[config.mk]
export PLATFORM = sky130hd
export DESIGN_NAME = swm_queue
export DESIGN_NICKNAME = d
export VERILOG_FILES = /design/src/rtl/sliding_window_mean_core_macros.svh /design/src/rtl/swm_pkg.sv /design/src/rtl/swm_queue.sv
export SDC_FILE = /design/constraint.sdc
export NUM_CORES = 1
export LEC_CHECK = 0
export BUFFER_PORTS_ARGS = -buffer_cell sky130_fd_sc_hd__buf_4
export CORE_ASPECT_RATIO = 0.8
export CORE_MARGIN = 2
export CORE_UTILIZATION = 46
export DETAILED_ROUTE_END_ITERATION = 10
export PLACE_DENSITY_LB_ADDON = 0.3
export SYNTH_ARGS = -nofsm -noshare
export SYNTH_HDL_FRONTEND = slang
export SYNTH_SLANG_ARGS = --single-unit
[constraint.sdc]
create_clock -name clk -period 1.75 [get_ports clk]
set_input_delay 0.0875 -clock clk [delete_from_list [all_inputs] [get_ports clk]]
set_output_delay 0.0875 -clock clk [all_outputs]
set_load 0.01 [all_outputs]
[src/rtl/sliding_window_mean_core_macros.svh]
// Assertion macros for the sliding window mean core.
// Clocked on clk, disabled while rst_n is low; no other dependencies.
`ifndef SLIDING_WINDOW_MEAN_CORE_MACROS_SVH
`define SLIDING_WINDOW_MEAN_CORE_MACROS_SVH
`ifndef SYNTHESIS
// Check a consequence in the same cycle as its trigger.
`define SWM_ASSERT_NOW(lbl, ante, cons) \
  lbl: assert property (@(posedge clk) disable iff (!rst_n) (ante) |-> (cons)) \
    else $error("swm assertion failed");
// Check a consequence in the cycle after its trigger.
`define SWM_ASSERT_NEXT(lbl, ante, cons) \
  lbl: assert property (@(posedge clk) disable iff (!rst_n) (ante) |=> (cons)) \
    else $error("swm assertion failed");
`else
`define SWM_ASSERT_NOW(lbl, ante, cons)
`define SWM_ASSERT_NEXT(lbl, ante, cons)
`endif
`endif

[src/rtl/swm_pkg.sv]
// Shared types and constants for the sliding window mean core.
// No dependencies; imported by every module of the block.
`default_nettype none
package swm_pkg;

  // Configuration register width and reset value
  localparam int unsigned WS_BITS = 9;
  localparam logic [WS_BITS-1:0] WS_RESET = 9'd4;

  // Queue between the front and back sections
  localparam int unsigned QDEPTH = 2;
  localparam int unsigned QPTR_BITS = $clog2(QDEPTH);
  localparam int unsigned QCNT_BITS = $clog2(QDEPTH + 1);

  // Queue status seen by the producer and the consumer
  typedef struct packed {
    logic                 empty;
    logic [QCNT_BITS-1:0] count;
  } swm_qstat_t;

  // Divider sequencer states
  typedef enum logic [2:0] {
    BK_IDLE = 3'b001,
    BK_DIV  = 3'b010,
    BK_DONE = 3'b100
  } swm_bk_state_t;

endpackage
`default_nettype wire

[src/rtl/swm_queue.sv]
// Short queue of window sums between the front and back sections.
// Depends on swm_pkg for its depth and status type.
`default_nettype none
module swm_queue
  import swm_pkg::*;
#(
  parameter int unsigned DATA_BITS = 25
) (
  input  wire logic                 clk,
  input  wire logic                 rst_n,
  input  wire logic                 q_push,
  input  wire logic [DATA_BITS-1:0] q_wdata,
  input  wire logic                 q_pop,
  output logic      [DATA_BITS-1:0] q_rdata,
  output swm_qstat_t                qstat
);

  logic [DATA_BITS-1:0] ent_r [QDEPTH];
  logic [QPTR_BITS-1:0] rp_r, wp_r;
  logic [QCNT_BITS-1:0] cnt_r;

  assign q_rdata     = ent_r[rp_r];
  assign qstat.empty = (cnt_r == '0);
  assign qstat.count = cnt_r;

  // Store incoming sums
  always_ff @(posedge clk) begin
    if (q_push) begin
      ent_r[wp_r] <= q_wdata;
    end
  end

  // Advance pointers and occupancy
  always_ff @(posedge clk) begin
    if (!rst_n) begin
      rp_r  <= '0;
      wp_r  <= '0;
      cnt_r <= '0;
    end else begin
      if (q_push) begin
        wp_r <= (32'(wp_r) == QDEPTH - 1) ? '0 : wp_r + QPTR_BITS'(1);
      end
      if (q_pop) begin
        rp_r <= (32'(rp_r) == QDEPTH - 1) ? '0 : rp_r + QPTR_BITS'(1);
      end
      if (q_push && !q_pop) begin
        cnt_r <= cnt_r + QCNT_BITS'(1);
      end else if (q_pop && !q_push) begin
        cnt_r <= cnt_r - QCNT_BITS'(1);
      end
    end
  end

endmodule
`default_nettype wire

==> results of run 1 <==
[state kept, by name, summed over array words and instances, names as in the netlist, named ones only]
name,flops
ent_r,50
cnt_r,2
rp_r,1
wp_r,1
[cells in the mapped netlist]
cell      instances  area (um^2)
a21boi_1          1         7.51
and2_1            4         25.0
buf_2             1         5.00
buf_6             2         22.5
dfxtp_1           5          100
edfxtp_1         50         1500
ha_1              1         12.5
inv_1             1         3.75
mux2_2           25          282
nor2_1            1         3.75
nor2b_1           2         12.5
o21a_1            1         7.51
o21ai_0           1         5.00
or3_1             1         6.26
xnor2_1           1         8.76
xor2_1            2         17.5
[layout make-up]
class,count,share of cell area [%]
repair buffers,87,24.8
clock buffers,7,2.64
inverters,1,0.130
multi-input cells,40,13.5
flip-flops and latches,55,55.4
clock inverters,1,1.04
well taps,57,2.47
[timing repair]
action | in CTS | in global routing
resized for setup | 0 | 0
buffers inserted | 0 | 0
hold buffers | 25 | 0
hold endpoints to repair | 50 | 0
[power groups by stage]
stage | Sequential, mW | Clock (mW) | Combinational [mW]
2_1_floorplan | 1.56 | 0 | 0.186
3_3_place_gp | 1.56 | 0 | 0.371
3_5_place_dp | 1.57 | 0 | 0.380
4_1_cts | 1.54 | 0.803 | 0.427
5_1_grt | 1.54 | 0.850 | 0.453
6_report | 1.53 | 0.785 | 0.421
[logic make-up after synthesis]
family | Yosys count | synth area share, %
DFF | 55 | 79.3
muxes | 25 | 13.9
and+or+nand+nor | 8 | 2.35
buffers and inverters | 4 | 1.55
AOI/OAI and AO/OA | 3 | 0.991
xor gates and xnor gates | 3 | 1.30
adders and majority gates | 1 | 0.619
[layer usage]
metal  GRT usage (%)  share of wire, %  vias up
li1                -                 -      557
met1            17.1                40      568
met2            27.2                54       32
met3            3.72               4.7        7
met4            5.92               1.7        0
met5               0                 0        -
[per-stage QoR]
stage	setup slack (ns)	total power, mW	area (um^2)
final	0.318	2.74	2890
after global routing	0.238	2.85	2890
after CTS	0.294	2.77	2890
after detailed placement	0.626	1.95	2530
after global placement	0.634	1.93	2530
after floorplan	0.345	1.75	2020
[worst max-delay path by stage]
stage / endpoint / slack (ns) / depth (start not counted)
6_report: q_rdata[23] / 0.32 / 3
5_1_grt: q_rdata[23] / 0.24 / 3
4_1_cts: q_rdata[6] / 0.29 / 3
3_5_place_dp: q_rdata[6] / 0.63 / 3
3_3_place_gp: q_rdata[6] / 0.63 / 3
2_1_floorplan: ent_r[0][0]$_DFFE_PP_ / 0.34 / 1
==> flow_summary.rst, run 1 <==
.. list-table::
   :header-rows: 1

   * - Metric
     - Value
   * - Die X-Extent
     - about 80 um
   * - Count of clock tree sinks
     - between 50 and 60
   * - Final worst path period need
     - roughly 1.4 ns
   * - Total instance count after detailed placement
     - ~220
   * - Most common library cell in the layout ignoring fill and taps
     - buf_4
   * - End-of-flow core utilization
     - roughly 70%
   * - Buffers from clock root to sink, at most
     - 2
   * - Vertical die dimension
     - 63.3 um
   * - MaxCap Viol Count
     - 0
   * - Highest achievable clock rate
     - ~700 MHz
   * - Area occupied by multi-input gates
     - between 300 and 400 um^2
   * - Number of cells produced by synthesis
     - between 90 and 100
   * - Average wire per standard cell
     - around 14 um
   * - Total routing resource utilization after global routing
     - 15.0%
   * - Count of nets left with antenna violations after detail routing
     - 0
   * - Worst r2r src
     - wp_r$_SDFFE_PN0P_
   * - Number of global-route vias before repair
     - between 1000 and 1500
   * - Initial antenna violation count
     - 0
   * - Internal power of the cells
     - around 2.2 mW
   * - Critical path type
     - reg -> out
   * - Unrepaired setup endpoints after global routing
     - false
   * - TritonCTS clock tree
     - built
   * - Count of filler cells inserted in the layout
     - ~320
   * - Leakage power
     - around 1.1 nW
   * - Clock-pin slew on the worst setup and hold paths
     - about 0.090 ns
   * - Initial drt markers
     - 48
   * - Post-route clock period utilization
     - between 80% and 90%
   * - Switching Fraction
     - between 20% and 30%
   * - Number of H-tree levels
     - 2
   * - Cell with the largest stage delay on the worst path
     - mux2_2
   * - Reg power frac
     - ~56%
   * - Half-perimeter wire length after placement
     - roughly 2.3 mm
   * - Vias per Instance
     - 4.69
   * - Rel. slew slack
     - ~87%
   * - Initial cell density of the core
     - approximately half
   * - Setup TNS
     - 0 ns
   * - Sequential cell area in the final layout
     - ~1600 um^2
   * - Buf+Inv Stages, Crit Path
     - 2
   * - Hold Worst Slack
     - between 0.015 and 0.02 ns
   * - Critical path endpoint category
     - output pin
   * - Weighted congestion at the end of routability-driven global placement
     - between 0.7 and 0.8
   * - Share of synthesized area occupied by flip-flops and latches
     - about four fifths
   * - Slew @ Worst Pin
     - 0.190 ns
   * - Worst-case vdd ir drop
     - 0.710 mV
   * - Num rows
     - 21
   * - Final setup violation count
     - 0
   * - Power density normalized to cell area
     - ~950 nW/um^2
   * - Critical path cell sequence
     - buf_4 -> mux2_2 -> buf_4
   * - Gr ovfl total
     - 0
   * - Number of failing hold endpoints at the final stage
     - 0
   * - Cell repeated most along the worst path
     - buf_4
   * - Area of the die
     - around 4900 um^2
   * - Worst-case hold path end point
     - wp_r$_SDFFE_PN0P_
   * - CP startpoint kind
     - register
   * - Depth of the worst hold-timing path
     - 2
   * - Global-route wire length before repair
     - between 5 and 6 mm
   * - Netlist cell types
     - 16
   * - Type of the worst min-delay path
     - in -> reg
   * - Port Buffer Count
     - 56
   * - Residual DRC
     - 0
   * - Worst setup skew after layout
     - between 0.007 and 0.008 ns
   * - Data arrival time of the critical path
     - roughly 1.3 ns
   * - Run status
     - completed
   * - Worst-Skew Late Latency
     - 0.29 ns
   * - Largest net degree at the start of global routing
     - 17
   * - Synthesized area per cell
     - between 20 and 25 um^2
   * - Pre-antenna DRT Iters
     - 4
   * - Total inserted antenna cells
     - 0
   * - Final wirelength
     - 3.49 mm
   * - Number of synthesized register bits
     - 55
   * - Proportion of layout cells with a drive suffix above 1
     - between 40% and 50%
   * - Hold Startpoint
     - rst_n
   * - Number of nets produced by synthesis
     - between 100 and 150
   * - Area growth, synth to finish
     - 43.0%
   * - Yosys Warn Count
     - 0
   * - Final Max Tran Viols
     - 0
   * - # IOs
     - 57
   * - Core footprint
     - around 4200 um^2
   * - Total Nets Final
     - 220
   * - Total clock buffers created by CTS
     - 5
   * - CTS root buffer
     - clkbuf_8
   * - Maximum net fanout on the critical path
     - 13
   * - Post-layout instance count excluding filler cells
     - about 250
   * - Register-to-register setup slack
     - approximately 0.7 ns
   * - Comb power frac
     - approximately 15%
   * - Commonest cells after routing, fill and taps aside
     - 62 x buf_4, 50 x edfxtp_1, 25 x mux2_2, 25 x dlygate4sd3_1
   * - Portion of total power attributed to the clock network
     - between 20% and 30%
   * - Total standard cell area after synthesis
     - 2020 um^2
   * - R2R Path End
     - ent_r[1][15]$_DFFE_PP_
   * - Switching power of the nets
     - roughly 0.55 mW
   * - Depth of the most critical reg-to-reg path
     - 2
   * - Biggest cell delay along the critical path
     - approximately 0.36 ns
   * - Kind of cell adding the most delay to the critical path
     - multiplexers
   * - Critical path data required time
     - ~1.7 ns
   * - Total via count after detailed routing
     - between 1000 and 1500
(Power assumes the default switching activity.)
==> run 2: changes to the inputs <==
CORE_UTILIZATION = 50   (was 46)
clock period = 1.5 ns   (was 1.75 ns; I/O delays follow)
==> flow_summary.rst, run 2 (synthesis results as in run 1) <==
.. list-table::
   :header-rows: 1

   * - Metric
     - Value
   * - Depth of the most critical reg-to-reg path
     - 3 (was 2)
   * - Final setup violation count
     - 0 (unchanged)
   * - Max FFs per register
     - 50 (unchanged)
   * - Most flops, register
     - ent_r (unchanged)
   * - Total Nets Final
     - 218 (was 220)
   * - Buffers from clock root to sink, at most
     - 2 (unchanged)
   * - Area after detailed placement
     - 2550 um^2 (was 2530 um^2)
   * - Reg power frac
     - 59.0% (was 56.0%)
   * - Proportion of layout cells with a drive suffix above 1
     - 48.7% (was 49.2%)
   * - Area of the die
     - 4570 um^2 (was 4940 um^2)
   * - Num rows
     - 20 (was 21)
   * - Sequential cell area in the final layout
     - 1600 um^2 (unchanged)
   * - MaxCap Viol Count
     - 0 (unchanged)
   * - Setup TNS
     - 0 ns (unchanged)
   * - Critical path data required time
     - 1.42 ns (was 1.66 ns)
   * - Critical path endpoint category
     - output pin (unchanged)
   * - Post-route clock period utilization
     - 95.9%
   * - Final wirelength
     - 3.44 mm (was 3.49 mm)
   * - Final Max Tran Viols
     - 0 (unchanged)
   * - Hold Startpoint
     - rst_n (unchanged)
   * - Summed area of non-filler cells in the final layout
     - 2880 um^2 (was 2890 um^2)
   * - # IOs
     - 57 (unchanged)
   * - Leading registers by flop count
     - ent_r: 50 flops, cnt_r: 2 flops (unchanged)
   * - Weighted congestion at the end of routability-driven global placement
     - 0.620 (was 0.714)
   * - Vertical die dimension
     - 60.9 um (was 63.3 um)
   * - Worst r2r src
     - cnt_r[0]$_SDFFE_PN0P_ (was wp_r$_SDFFE_PN0P_)
   * - Number of H-tree levels
     - 2 (unchanged)
   * - Data arrival time of the critical path
     - 1.36 ns (was 1.34 ns)
   * - Biggest cell delay along the critical path
     - 0.38 ns (was 0.36 ns)
   * - Critical path type
     - reg -> out (unchanged)
   * - Post-Place Setup Slack
     - 0.386 ns (was 0.626 ns)
   * - CTS root buffer
     - clkbuf_8 (unchanged)
   * - Number of global-route vias before repair
     - 1128 (was 1187)
   * - Comb power frac
     - 16.7% (was 15.4%)
   * - PnR worst setup slack
     - 0.0619 ns (was 0.318 ns)
   * - Worst setup skew after layout
     - 0.00840 ns (was 0.00721 ns)
   * - Worst-case vdd ir drop
     - 0.733 mV (was 0.710 mV)
   * - Final worst path period need
     - approximately 1.4 ns
   * - Critical path cell sequence
     - buf_12 -> mux2_2 -> buf_4 (was buf_4 -> mux2_2 -> buf_4)
   * - Post-CTS Setup Bufs
     - 0 (unchanged)
   * - Vias per Instance
     - 4.68 (was 4.69)
   * - Area growth, synth to finish
     - 42.7% (was 43.0%)
   * - Die X-Extent
     - 75.1 um (was 78.1 um)
   * - Initial cell density of the core
     - 52.8% (was 48.1%)
   * - Portion of total power attributed to the clock network
     - 24.3% (was 28.6%)
   * - Total inserted antenna cells
     - 0 (unchanged)
   * - Total power
     - 3.04 mW (was 2.74 mW)
   * - Cell with the largest stage delay on the worst path
     - dfxtp_1 (was mux2_2)
   * - Worst-case hold path end point
     - rp_r$_SDFFE_PN0P_ (was wp_r$_SDFFE_PN0P_)
   * - Area occupied by multi-input gates
     - 390 um^2 (unchanged)
   * - Total clock buffers created by CTS
     - 5 (unchanged)
   * - Average wire per standard cell
     - 14.1 um (about the same)
   * - Clock-pin slew on the worst setup and hold paths
     - 0.08 ns (was 0.09 ns)
   * - CTS resizes
     - 0 (unchanged)
   * - R2R Path End
     - cnt_r[1]$_SDFFE_PN0P_ (was ent_r[1][15]$_DFFE_PP_)
   * - Type of the worst min-delay path
     - in -> reg (unchanged)
   * - Rel. slew slack
     - 88.7% (was 87.3%)
   * - Register-to-register setup slack
     - 0.45 ns (was 0.70 ns)
   * - Maximum net fanout on the critical path
     - 20 (was 13)
   * - CP startpoint kind
     - register (unchanged)
   * - Count of filler cells inserted in the layout
     - 228 (was 316)
   * - Commonest cells after routing, fill and taps aside
     - 57 x buf_4, 50 x edfxtp_1, 25 x mux2_2, 25 x dlygate4sd3_1 (was 62 x buf_4, 50 x edfxtp_1, 25 x mux2_2, 25 x dlygate4sd3_1)
   * - Pre-antenna DRT Iters
     - 4 (unchanged)
   * - Power density normalized to cell area
     - 1050 nW/um^2 (was 949 nW/um^2)
   * - Slew @ Worst Pin
     - 0.169 ns (was 0.190 ns)
   * - Leakage power
     - 1.10 nW (was 1.11 nW)
   * - Total routing resource utilization after global routing
     - 16.0% (was 15.0%)
   * - Depth of the worst hold-timing path
     - 2 (unchanged)
   * - Number of failing hold endpoints at the final stage
     - 0 (unchanged)
   * - Gr ovfl total
     - 0 (unchanged)
   * - Initial antenna violation count
     - 0 (unchanged)
   * - Global-route wire length before repair
     - 5.15 mm (was 5.47 mm)
   * - Residual DRC
     - 0 (unchanged)
   * - Switching power of the nets
     - 0.640 mW (was 0.550 mW)
   * - TritonCTS clock tree
     - built (unchanged)
   * - Count of clock tree sinks
     - 55 (unchanged)
   * - Initial drt markers
     - 84 (was 48)
   * - Run status
     - completed (unchanged)
   * - Highest achievable clock rate
     - around 700 MHz
   * - Internal power of the cells
     - 2.40 mW (was 2.19 mW)
   * - Total via count after detailed routing
     - 1143 (was 1164)
   * - Worst-Skew Late Latency
     - 0.29 ns (about the same)
   * - Unrepaired setup endpoints after global routing
     - false (unchanged)
   * - Count of nets left with antenna violations after detail routing
     - 0 (unchanged)
   * - Most common library cell in the layout ignoring fill and taps
     - buf_4 (unchanged)
   * - Port Buffer Count
     - 56 (unchanged)
   * - Switching Fraction
     - 21.1% (was 20.1%)
   * - Largest net degree at the start of global routing
     - 27 (was 17)
   * - Core footprint
     - 3830 um^2 (was 4200 um^2)
[run 2: cell count changes in the layout (fill, tap and decap cells not counted)]
cell | before | now
buf_12 | 0 | 3
buf_4 | 62 | 57
clkinv_2 | 0 | 1
bufinv_16 | 1 | 0
[run 2: worst max path at each step]
stage,start,depth (start not counted),slack [ns],end
after floorplan,wp_r$_SDFFE_PN0P_,1,0.09,ent_r[0][0]$_DFFE_PP_
after global placement,register,3,0.39,q_rdata[21]
after detailed placement,register,3,0.39,q_rdata[14]
after CTS,register,3,0.05,q_rdata[14]
after global routing,register,3,0.005,q_rdata[3]
final,register,3,0.06,q_rdata[3]
[run 2: area by class of cell]
cell class | instances | share of cell area (%)
repair buffers | 85 | 25.6
well taps | 55 | 2.39
multi-input cells | 40 | 13.5
flip-flops and latches | 55 | 55.5
clock inverters | 1 | 0.174
clock buffers | 7 | 2.65
inverters | 1 | 0.130
[run 2: worst max-delay path: cells and delay by family, from the launching register on]
| kind | cells | cell delay (ns) |
|---|---|---|
| muxes | 1 | 0.36 |
| buffers and inverters | 2 | 0.33 |
| DFF | 1 | 0.38 |
[run 2: power groups by stage]
stage	combinational (mW)	clock, mW	sequential [mW]
detailed placement	0.458	0	1.83
floorplan	0.217	0	1.82
CTS	0.512	0.762	1.79
finish	0.507	0.737	1.79
global placement	0.445	0	1.82
global route	0.547	0.827	1.80
[run 2: routing by layer]
layer	vias to the layer above	wire length, um	global-route usage [%]
met1	554	1500	19.5
met2	34	1780	28.2
li1	555	-	-
met5	-	0	0
met4	0	0	4.59
met3	0	163	4.32
[run 2: metrics by stage]
stage	utilization (%)	hold WS [ns]	std cells
6_report	75.3	0.0207	244
4_1_cts	75.3	0.0120	244
5_1_grt	75.3	0.0276	244
3_3_place_gp	66.7	0.260	211
3_5_place_dp	66.7	0.263	211
2_1_floorplan	-	0.174	99
[run 2: what timing repair did]
item,in CTS,in global routing
setup endpoints to repair,0,0
hold buffers,25,0
hold endpoints to repair,50,0
