[config.mk]
export PLATFORM = sky130hd
export DESIGN_NAME = swm_back
export DESIGN_NICKNAME = d
export VERILOG_FILES = /design/src/rtl/sliding_window_mean_core_macros.svh /design/src/rtl/swm_pkg.sv /design/src/rtl/swm_back.sv
export SDC_FILE = /design/constraint.sdc
export NUM_CORES = 1
export LEC_CHECK = 0
export BUFFER_PORTS_ARGS = -buffer_cell sky130_fd_sc_hd__buf_2
export CAP_MARGIN = 0
export CORE_ASPECT_RATIO = 1.4
export CORE_UTILIZATION = 57
export CTS_CLUSTER_SIZE = 24
export DETAILED_ROUTE_END_ITERATION = 10
export PLACE_DENSITY = 0.83
export SETUP_SLACK_MARGIN = 0.02
export SLEW_MARGIN = 20
export SYNTH_ARGS = -nofsm -noshare
export SYNTH_HDL_FRONTEND = slang
export SYNTH_SLANG_ARGS = --single-unit
[constraint.sdc]
create_clock -name clk -period 3 [get_ports clk]
set_input_delay 0.45 -clock clk [delete_from_list [all_inputs] [get_ports clk]]
set_output_delay 0.45 -clock clk [all_outputs]
set_load 0.05 [all_outputs]
[src/rtl/sliding_window_mean_core_macros.svh]
// Assertion macros for the sliding window mean core.
// Clocked on clk, disabled while rst_n is low; no other dependencies.
`ifndef SLIDING_WINDOW_MEAN_CORE_MACROS_SVH
`define SLIDING_WINDOW_MEAN_CORE_MACROS_SVH
`ifndef SYNTHESIS
// Check a consequence in the same cycle as its trigger.
`define SWM_ASSERT_NOW(lbl, ante, cons) \
  lbl: assert property (@(posedge clk) disable iff (!rst_n) (ante) |-> (cons)) \
    else $error("swm assertion failed");
// Check a consequence in the cycle after its trigger.
`define SWM_ASSERT_NEXT(lbl, ante, cons) \
  lbl: assert property (@(posedge clk) disable iff (!rst_n) (ante) |=> (cons)) \
    else $error("swm assertion failed");
`else
`define SWM_ASSERT_NOW(lbl, ante, cons)
`define SWM_ASSERT_NEXT(lbl, ante, cons)
`endif
`endif

[src/rtl/swm_pkg.sv]
// Shared types and constants for the sliding window mean core.
// No dependencies; imported by every module of the block.
`default_nettype none
package swm_pkg;

  // Configuration register width and reset value
  localparam int unsigned WS_BITS = 9;
  localparam logic [WS_BITS-1:0] WS_RESET = 9'd4;

  // Queue between the front and back sections
  localparam int unsigned QDEPTH = 2;
  localparam int unsigned QPTR_BITS = $clog2(QDEPTH);
  localparam int unsigned QCNT_BITS = $clog2(QDEPTH + 1);

  // Queue status seen by the producer and the consumer
  typedef struct packed {
    logic                 empty;
    logic [QCNT_BITS-1:0] count;
  } swm_qstat_t;

  // Divider sequencer states
  typedef enum logic [2:0] {
    BK_IDLE = 3'b001,
    BK_DIV  = 3'b010,
    BK_DONE = 3'b100
  } swm_bk_state_t;

endpackage
`default_nettype wire

[src/rtl/swm_back.sv]
// Back section: divides each window sum by the window size, one quotient bit a cycle.
// Depends on swm_pkg; drains swm_queue and holds the output register.
`default_nettype none
module swm_back
  import swm_pkg::*;
#(
  parameter int unsigned SAMPLE_BITS = 16,
  parameter int unsigned EW_BITS     = 9,
  parameter int unsigned SUM_BITS    = 25
) (
  input  wire logic                          clk,
  input  wire logic                          rst_n,
  input  wire swm_qstat_t                    qstat,
  input  wire logic signed [SUM_BITS-1:0]    q_rdata,
  output logic                               q_pop,
  input  wire logic        [EW_BITS-1:0]     eff_w,
  output logic                               empty,
  input  wire logic                          pop,
  output logic signed [SAMPLE_BITS-1:0]      out_average
);

  localparam int unsigned REM_BITS = EW_BITS + 1;
  localparam int unsigned CNT_BITS = $clog2(SUM_BITS + 1);

  swm_bk_state_t              state_r, state_nxt;
  logic [SUM_BITS-1:0]        quo_r, quo_nxt;
  logic [REM_BITS-1:0]        rem_r, rem_nxt, rem_sh;
  logic [CNT_BITS-1:0]        cnt_r;
  logic                       neg_r;
  logic                       out_valid_r;
  logic signed [SAMPLE_BITS-1:0] out_r, res;
  logic                       ge;
  logic                       load_out;

  assign empty       = !out_valid_r;
  assign out_average = out_r;
  assign q_pop       = (state_r == BK_IDLE) && !qstat.empty;
  assign load_out    = (state_r == BK_DONE) && (!out_valid_r || pop);

  // One restoring division step
  always_comb begin
    rem_sh  = {rem_r[REM_BITS-2:0], quo_r[SUM_BITS-1]};
    ge      = (rem_sh >= REM_BITS'(eff_w));
    rem_nxt = ge ? rem_sh - REM_BITS'(eff_w) : rem_sh;
    quo_nxt = {quo_r[SUM_BITS-2:0], ge};
  end

  // Restore the sign; the mean always fits a sample
  assign res = neg_r ? -$signed(quo_r[SAMPLE_BITS-1:0]) : $signed(quo_r[SAMPLE_BITS-1:0]);

  // Sequence: load, iterate, hand off
  always_comb begin
    state_nxt = state_r;
    unique case (state_r)
      BK_IDLE: if (!qstat.empty) state_nxt = BK_DIV;
      BK_DIV:  if (cnt_r == CNT_BITS'(1)) state_nxt = BK_DONE;
      BK_DONE: if (load_out) state_nxt = BK_IDLE;
      default: state_nxt = BK_IDLE;
    endcase
  end

  // Divider datapath
  always_ff @(posedge clk) begin
    if (q_pop) begin
      neg_r <= q_rdata[SUM_BITS-1];
      quo_r <= q_rdata[SUM_BITS-1] ? SUM_BITS'(-q_rdata) : SUM_BITS'(q_rdata);
      rem_r <= '0;
      cnt_r <= CNT_BITS'(SUM_BITS);
    end else if (state_r == BK_DIV) begin
      quo_r <= quo_nxt;
      rem_r <= rem_nxt;
      cnt_r <= cnt_r - CNT_BITS'(1);
    end
  end

  // Output register payload
  always_ff @(posedge clk) begin
    if (load_out) begin
      out_r <= res;
    end
  end

  // Control state
  always_ff @(posedge clk) begin
    if (!rst_n) begin
      state_r     <= BK_IDLE;
      out_valid_r <= 1'b0;
    end else begin
      state_r <= state_nxt;
      if (load_out) begin
        out_valid_r <= 1'b1;
      end else if (pop) begin
        out_valid_r <= 1'b0;
      end
    end
  end

endmodule
`default_nettype wire

==> results of run 1 <==
## worst paths after layout
kind,start,to,cells after the start
setup / recovery,quo_r[24],rem_r[3],10
hold / removal,rst_n,state_r[0],2
setup reg to reg,quo_r[24],rem_r[3],10
hold reg to reg,cnt_r[4],cnt_r[4],2
## flip-flops by register name, summed over array words and instances, names as in the netlist
name,count
quo_r,25
state_r,3
out_average,16
neg_r,1
cnt_r,5
rem_r,9
out_valid_r,1
## power groups by stage
stage / combinational [W] / clock (W) / sequential (W)
after floorplan: 0.000247 / 0 / 0.00101
after CTS: 0.000341 / 0.000694 / 0.00101
after global placement: 0.000324 / 0 / 0.00102
after global routing: 0.000381 / 0.000740 / 0.00101
final: 0.000340 / 0.000685 / 0.00101
after detailed placement: 0.000338 / 0 / 0.00102
## layout make-up
class	count	area, µm²
Clock inverter	6	55.1
Clock buffer	10	128
Timing Repair Buffer	59	305
Multi-Input combinational cell	277	1850
Tap cell	70	87.6
Sequential cell	60	1620
Inverter	21	78.8
Fill cell	467	1860
## per-stage QoR
step                      utilization [%]  hold slack, ps
after floorplan                         -             451
after global placement               65.9             470
after detailed placement             65.9             480
after CTS                            68.9             309
after global routing                 68.9             315
final                                68.9             320
## critical path, cell delays in order (launching register included)
cell      delay [ps]
edfxtp_1         360
inv_1             80
ha_1             150
inv_1             50
fa_1             400
a211oi_1         440
o211ai_1         170
a21oi_1          150
buf_4            230
mux2i_1          190
o21ai_0           90
## synthesized netlist by cell type (3+ instances only)
library cell  number  area, µm²
a211oi_1           4       30.0
nor2_1            18       67.6
nand4_1            5       31.3
o21ai_0           39        195
o211ai_1           3       22.5
o41ai_1            4       35.0
nand3_1            7       35.0
ha_1              13        163
nand3b_1           6       45.0
inv_1             20       75.1
xor2_1            27        236
nand2_1           48        180
nor3b_1            3       22.5
nand2b_1           9       56.3
xnor2_1           18        158
dfxtp_1           18        360
edfxtp_1          42       1260
nor3_1             6       30.0
clkbuf_1           8       30.0
buf_1              3       11.3
o31ai_1           11       82.6
nor2b_1            3       18.8
mux2i_1            7       70.1
a21oi_1           17       85.1
## routing by layer
| metal | up-vias | part of all wire (%) | routed length [µm] |
|---|---|---|---|
| li1 | 1455 | - | - |
| met1 | 1354 | 42 | 3000 |
| met5 | - | 0 | 0 |
| met2 | 51 | 52 | 3700 |
| met4 | 0 | 1.7 | 117 |
| met3 | 11 | 3.7 | 260 |
## cell families (layout without fill, tap and decap cells)
family                   Yosys count  count (layout)  synth area share, %
AND/OR/NAND/NOR                  119             119                 17.4
flip-flops                        60              60                 45.0
adder cells (fa/ha/maj)           14              14                 5.07
XOR/XNOR                          45              45                 10.9
multiplexers                       7               7                 1.94
buffers and inverters             34              96                 3.68
AO/OA/AOI/OAI                     92              92                 16.0
==> key figures, run 1 <==
Timing
  – Final hold vios: 0
  – Fin crit share: 81.6%
  – Max frequency: 409 MHz
  – Slew headroom: 57.1%
  – Least-Margin Pin Slew: 644 ps
  – Worst Setup Slack, final: 553 ps
  – Final count of negative-setup-slack endpoints: 0
  – Final min period: 2450 ps
  – Setup TNS: 0 ps
  – RSZ-0062 raised after global routing: no
  – Final Max Slew Viols: 0
  – Clock skew: 4.24 ps

Route
  – Drt pass-1 iters: 4
  – Via-to-Cell Ratio: 5.71
  – Residual DRC count: 0
  – DR WL/cell: 14.1 µm
  – Vias: 2,871
  – WL final: 7080 µm
  – Remaining antenna violation count: 0
  – Initial DRC count: 88

Clocking
  – Num CTS Buffers: 9
  – TritonCTS clock tree: built
  – Clock latency on the worst-skew pair: 330 ps
  – Postcts setup bufs: 0
  – Clk sink count: 60
  – Post-CTS Hold Buffers: 0
  – H-tree Lvls: 3
  – Root buf cell: clkbuf_8
  – Max Root-Sink Buffers: 2
  – Count of cells resized by post-cts repair: 0
  – Worst-path clk slew: 70 ps

Place
  – DP Wirelength: 5230 µm
  – Inst Count DP: 487
  – Gpl congestion: 0.839
  – DP Worst Slack: 429 ps
  – Placed Area: 0.00394 mm²
  – Number of port buffers: 55

Logic synthesis
  – Seq/Total Area, Yosys: 45.0%
  – Synthesized area: 0.00360 mm²
  – Mapped Avg Cell Area: 9.72 µm²
  – #FFs+latches synth: 60
  – Synth cell types: 49
  – Syn nets: 425
  – Primary FF master, synth: edfxtp_1
  – Synth warn: 0
  – Mapped Cells: 371
  – Asr flop ratio synth: 0%
  – Number of synthesized flops with an enable pin: 42

Cells and area
  – Most frequent cells in the layout: buf_2, nand2_1, edfxtp_1
  – N_diodes: 0
  – Commonest non-fill, non-tap cell in the layout: buf_2
  – Nets: 482
  – P&R area growth vs syn: 14.5%
  – Final Cell Area: 0.00413 mm²
  – Proportion of layout cells with a drive suffix above 1: 18.5%
  – Final non-filler cell total: 503

Die
  – # IOs: 58
  – DIE HEIGHT: 96.1 µm
  – # rows: 33
  – Die W: 69.2 µm
  – Die ar.: 0.00665 mm²
  – Total core area: 0.00599 mm²
  – Initial Utilization: 60.2%

Setup path
  – Crit end category: flip-flop
  – WP data required: 3200 ps
  – Critical Path AT: 2640 ps
  – CP Class: reg2reg
  – Startpoint types: flip-flop
  – Flop-to-flop setup slack: 550 ps
  – Crit Path Max Fanout: 13

Hold path
  – Worst hold path class: in2reg

Pwr
  – Switching share of total power: 27.1%
  – Clock power frac: 33.7%
  – Reg power frac: 49.6%
  – P_leak: 1.70 nW
  – Maximum vdd drop: 0.310 mV
  – PnR Total Power: 0.00203 W
  – Switching power: 0.000551 W
  – Comb pwr share: 16.7%
  – Pint: 0.00148 W
  – P per Cell Area: 493 mW/mm²

GRT
  – First-pass GRT wire length: 11,700 µm
  – Met2 usage: 40.4%
  – Vias in the first global route: 2,627
  – GR Util All Layers: 22.2%
  – Most used routing layer: met2
  – M1 GR Usage: 25.5%
  – Largest net degree at the start of global routing: 56
  – Initial antenna violation count: 0
  – Met3 Use GR: 5.24%
  – Total grt overflow: 0

Job
  – MaxCap Viol Count: 0

Status
  – Outcome: finished clean
No activity file was read; power rests on OpenSTA's default activity.
==> inputs of run 2 (changes only) <==
- ABC_AREA: default -> 1
- CORE_UTILIZATION: 57 -> 53
- PLACE_DENSITY: 0.83 -> 0.81
- clock period: 3 -> 2.1 ns (I/O delays scaled with it)
==> key figures, run 2 <==
Place
  – Placed Area: 0.00450 mm²
  – Gpl congestion: 0.913
  – DP Wirelength: 6520 µm
  – Number of port buffers: 55

GRT
  – Most used routing layer: met2
  – M1 GR Usage: 25.5%
  – Initial antenna violation count: 0
  – Largest net degree at the start of global routing: 33
  – First-pass GRT wire length: 14,500 µm
  – Met3 Use GR: 4.64%
  – Met2 usage: 38.8%
  – Vias in the first global route: 3,499
  – Total grt overflow: 0
  – GR Util All Layers: 22.3%

Logic synthesis
  – Synth top cells by count: nand2_1, inv_1, nand3_1
  – Seq/Total Area, Yosys: 39.4%
  – Post-synth top area cell: edfxtp_1
  – Area share of the largest cell type after synthesis: 30.6%
  – Asr flop ratio synth: 0%
  – #FFs+latches synth: 60
  – Synth cell types: 40
  – Number of synthesized flops with an enable pin: 42
  – Mapped Avg Cell Area: 7.45 µm²
  – Synth area leaders: edfxtp_1, nand2_1, dfxtp_1, inv_1, nand3_1
  – Primary FF master, synth: edfxtp_1
  – Syn nets: 607
  – Most frequent cell after synthesis: nand2_1
  – Synthesized area: 0.00412 mm²
  – Mapped Cells: 553
  – Synth warn: 0

Cells and area
  – Filler Cell Count: 657
  – Most frequent cells in the layout: nand2_1, inv_1, buf_2
  – N_diodes: 0
  – Commonest non-fill, non-tap cell in the layout: nand2_1
  – P&R area growth vs syn: 14.2%
  – Proportion of layout cells with a drive suffix above 1: 16.4%
  – Biggest register: quo_r
  – Largest register FFs: 25
  – Final Cell Area: 0.00471 mm²
  – Nets: 670

Timing
  – Final min period: 1970 ps
  – Least-Margin Pin Slew: 580 ps
  – Max frequency: 508 MHz
  – Final hold slack: 172 ps
  – Final count of negative-setup-slack endpoints: 0
  – RSZ-0062 raised after global routing: no
  – Setup TNS: 0 ps
  – Fin crit share: 93.7%
  – Final Max Slew Viols: 0
  – Clock skew: 9.33 ps
  – Slew headroom: 60.9%
  – Final hold vios: 0

Setup path
  – WP data required: 2170 ps
  – Crit end category: flip-flop
  – Critical Path AT: 2040 ps
  – CP max-delay cell: nor4_2
  – Crit Path Max Fanout: 4
  – CP dominant cell by count: nand2_1
  – CP bufs+invs: 2
  – Worst r2r dst: out_average[14]
  – RR Startpoint: quo_r[0]
  – Flop-to-flop setup slack: 130 ps
  – Largest stage delay, worst path: 470 ps
  – Cell Chain, Critical Path: inv_1 > ha_1 > inv_1 > nor4_2 > nand2_1 > nand2_1 > nand2_1 > nand2_1 > o21ai_0
  – Cell count of the worst reg-to-reg path: 9
  – Startpoint types: flip-flop
  – Family with the most delay on the worst path: simple AND/OR/NAND/NOR gates
  – CP Class: reg2reg

Clocking
  – Clk sink count: 60
  – Post-CTS Hold Buffers: 0
  – Clock latency on the worst-skew pair: 340 ps
  – Count of cells resized by post-cts repair: 0
  – H-tree Lvls: 3
  – Num CTS Buffers: 9
  – Max Root-Sink Buffers: 2
  – Root buf cell: clkbuf_8
  – TritonCTS clock tree: built
  – Worst-path clk slew: 70 ps
  – Postcts setup bufs: 0

Hold path
  – WHS Path Cells: 2
  – Hold_sp: rst_n
  – WHS Endpoint: state_r[0]
  – Worst hold path class: in2reg

Job
  – MaxCap Viol Count: 0

Route
  – Vias: 3,760
  – Via-to-Cell Ratio: 5.24
  – DR WL/cell: 12.0 µm
  – Initial DRC count: 296
  – Residual DRC count: 0
  – Remaining antenna violation count: 0
  – Drt pass-1 iters: 5
  – WL final: 8580 µm

Die
  – Die ar.: 0.00814 mm²
  – Die W: 76.5 µm
  – # IOs: 58
  – # rows: 37
  – Initial Utilization: 55.3%
  – DIE HEIGHT: 106 µm
  – Total core area: 0.00745 mm²

Pwr
  – P_leak: 2.27 nW
  – P per Cell Area: 671 mW/mm²
  – Maximum vdd drop: 0.404 mV
  – PnR Total Power: 0.00316 W

Status
  – Outcome: finished clean
run 2: cell types whose count changed after synthesis, sizes merged, moves of 5 or more:
cell	delta
nand3	+49
nor2	+27
o31ai	-10
nand2b	-9
o21ai	-6
buf	+5
xor2	-7
clkbuf	-7
xnor2	-15
nand2	+131
nand4	+6
inv	+64
a21oi	-8
mux2i	-7
run 2: how the worst max path moves through the flow:
stage / start / endpoint / slack (ps) / cells past startpoint
2_1_floorplan: out_valid_r / out_average[0] / 20 / 3
3_3_place_gp: quo_r[24] / rem_r[0] / 110 / 13
3_5_place_dp: quo_r[24] / rem_r[1] / 70 / 13
4_1_cts: quo_r[24] / rem_r[1] / 60 / 13
5_1_grt: quo_r[24] / rem_r[1] / 60 / 13
6_report: quo_r[0] / out_average[14] / 130 / 9
run 2: cell families (layout without fill, tap and decap cells):
kind of cell | count (synthesis) | after routing | synth area share (%)
buf+inv | 95 | 163 | 9.60
xor+xnor | 23 | 23 | 4.89
compound gates | 51 | 51 | 7.08
flops | 60 | 60 | 39.4
simple gates | 310 | 310 | 34.6
fa+ha+maj | 14 | 14 | 4.43
run 2: report_power, final:
part | switching, W | internal [W]
Sequential | 0.0000755 | 0.00142
Combinational | 0.000430 | 0.000234
Clock | 0.000452 | 0.000547
Total | 0.000957 | 0.00220
run 2: final cells by class:
type	count	area, µm²	share of cell area [%]
Multi-Input combinational cell	398	2120	45.0
Clock inverter	6	63.8	1.36
Inverter	84	315	6.70
Sequential cell	60	1620	34.5
Clock buffer	10	128	2.71
Tap cell	97	121	2.58
Timing Repair Buffer	63	339	7.21
run 2: metrics by stage:
stage	worst slack, ps	instances	util, %
2_1_floorplan	22.1	553	-
3_3_place_gp	106	702	60.4
3_5_place_dp	71.0	702	60.4
4_1_cts	62.5	718	63.0
5_1_grt	60.7	718	63.1
6_report	132	718	63.1
run 2: metal layers:
metal	share of wire, %	vias up
li1	-	1919
met1	42	1693
met2	50	124
met3	4.8	24
met4	2.9	0
met5	0	-
==> inputs of run 3 (changes only) <==
- MAX_ROUTING_LAYER: default -> met4
==> key figures, run 3 (synthesized netlist as in run 2, its figures left out) <==
Timing
  – Clock skew: 9.47 ps
  – Final Max Slew Viols: 0
  – Final min period: 1900 ps
  – RSZ-0062 raised after global routing: no
  – Setup TNS: 0 ps
  – Final count of negative-setup-slack endpoints: 0
  – Worst Setup Slack, final: 201 ps
  – Final hold vios: 0
  – Final hold slack: 182 ps
  – Slew headroom: 61.3%
  – Max frequency: 527 MHz
  – Fin crit share: 90.4%
  – Least-Margin Pin Slew: 575 ps

Cells and area
  – Commonest non-fill, non-tap cell in the layout: nand2_1
  – N_diodes: 0
  – Largest register FFs: 25
  – Proportion of layout cells with a drive suffix above 1: 16.4%
  – Biggest register: quo_r
  – Final Cell Area: 0.00468 mm²
  – Final non-filler cell total: 718
  – Most frequent cells in the layout: nand2_1, inv_1, buf_2
  – Nets: 670
  – P&R area growth vs syn: 13.5%

Setup path
  – Largest stage delay, worst path: 380 ps
  – WP data required: 2180 ps
  – CP max-delay cell: edfxtp_1
  – Crit end category: flip-flop
  – CP Class: reg2reg
  – Crit Path Max Fanout: 10
  – Critical Path AT: 1980 ps
  – CP dominant cell by count: nand2_2
  – Startpoint types: flip-flop
  – Cell Chain, Critical Path: inv_2 > ha_1 > inv_1 > fa_2 > nand3_1 > nand3_2 > nand2_2 > nand2_2 > nand2_4 > nand2_8 > nand2_1 > o21ai_1

Hold path
  – Worst hold path class: in2reg

Job
  – MaxCap Viol Count: 0

Route
  – Vias: 3,597
  – Via-to-Cell Ratio: 5.01
  – WL final: 8060 µm
  – Initial DRC count: 249
  – DR WL/cell: 11.2 µm
  – Drt pass-1 iters: 5
  – Residual DRC count: 0
  – Remaining antenna violation count: 0

Place
  – Number of port buffers: 55
  – Gpl congestion: 0.923
  – DP Wirelength: 6360 µm
  – Placed Area: 0.00450 mm²
  – DP Worst Slack: 71.5 ps
  – Inst Count DP: 702

Clocking
  – Root buf cell: clkbuf_8
  – Count of cells resized by post-cts repair: 0
  – Worst-path clk slew: 60 ps
  – Post-CTS Hold Buffers: 0
  – Postcts setup bufs: 0
  – Num CTS Buffers: 9
  – Clk sink count: 60
  – H-tree Lvls: 3
  – Max Root-Sink Buffers: 2
  – TritonCTS clock tree: built
  – Clock latency on the worst-skew pair: 340 ps

GRT
  – GR Util All Layers: 22.5%
  – Vias in the first global route: 3,306
  – First-pass GRT wire length: 14,200 µm
  – Initial antenna violation count: 0
  – Largest net degree at the start of global routing: 33
  – Total grt overflow: 0

Pwr
  – P per Cell Area: 644 mW/mm²
  – P_leak: 2.27 nW
  – Maximum vdd drop: 0.494 mV

Die
  – Total core area: 0.00745 mm²
  – DIE HEIGHT: 106 µm
  – # IOs: 58
  – # rows: 37
  – Die ar.: 0.00814 mm²
  – Die W: 76.5 µm
  – Initial Utilization: 55.3%

Status
  – Outcome: finished clean
-- run 3: cell types whose count changed in the layout (fill, tap and decap cells not counted), sizes merged --
cell      change
inv           -1
clkinvlp      -1
clkbuf        +3
bufinv        -1
-- run 3: path summary, 6_finish.rpt --
kind | slack [ps] | from | cells past startpoint | end
min | 180 | rst_n | 2 | state_r[0]
max reg2reg | 200 | quo_r[24] | 12 | quo_r[0]
min reg2reg | 470 | rem_r[8] | 2 | rem_r[8]
max | 200 | quo_r[24] | 12 | quo_r[0]
-- run 3: per-stage QoR --
stage	total power (W)	util, %
finish	0.00301	62.8
global route	0.00319	62.8
CTS	0.00303	62.6
detailed placement	0.00217	60.4
global placement	0.00214	60.4
floorplan	0.00199	-
-- run 3: layer usage --
| layer | wire length, µm | global-route usage (%) | up-vias |
|---|---|---|---|
| li1 | - | - | 1919 |
| met1 | 3660 | 26.5 | 1571 |
| met2 | 3830 | 36.6 | 86 |
| met3 | 328 | 3.95 | 21 |
| met4 | 241 | 12.1 | 0 |
| met5 | 0 | - | - |
-- run 3: area by class of cell --
class | count | area, µm²
Multi-Input combinational cell | 398 | 2120
Clock inverter | 3 | 15.0
Tap cell | 97 | 121
Fill cell | 657 | 2780
Clock buffer | 13 | 149
Inverter | 84 | 315
Sequential cell | 60 | 1620
Timing Repair Buffer | 63 | 339
-- run 3: power breakdown --
part | internal, W | switching [W] | leakage [nW] | total, W
clock network | 0.000455 | 0.000408 | 0.0872 | 0.000863
logic | 0.000235 | 0.000420 | 1.64 | 0.000655
registers | 0.00142 | 0.0000719 | 0.540 | 0.00149
total | 0.00211 | 0.000901 | 2.27 | 0.00301
-- run 3: worst max-delay path: cells and delay by family (launching register included) --
family	cells	cell delay, ps
flops	1	380
fa+ha+maj	2	470
buf+inv	2	150
compound gates	1	60
simple gates	7	590
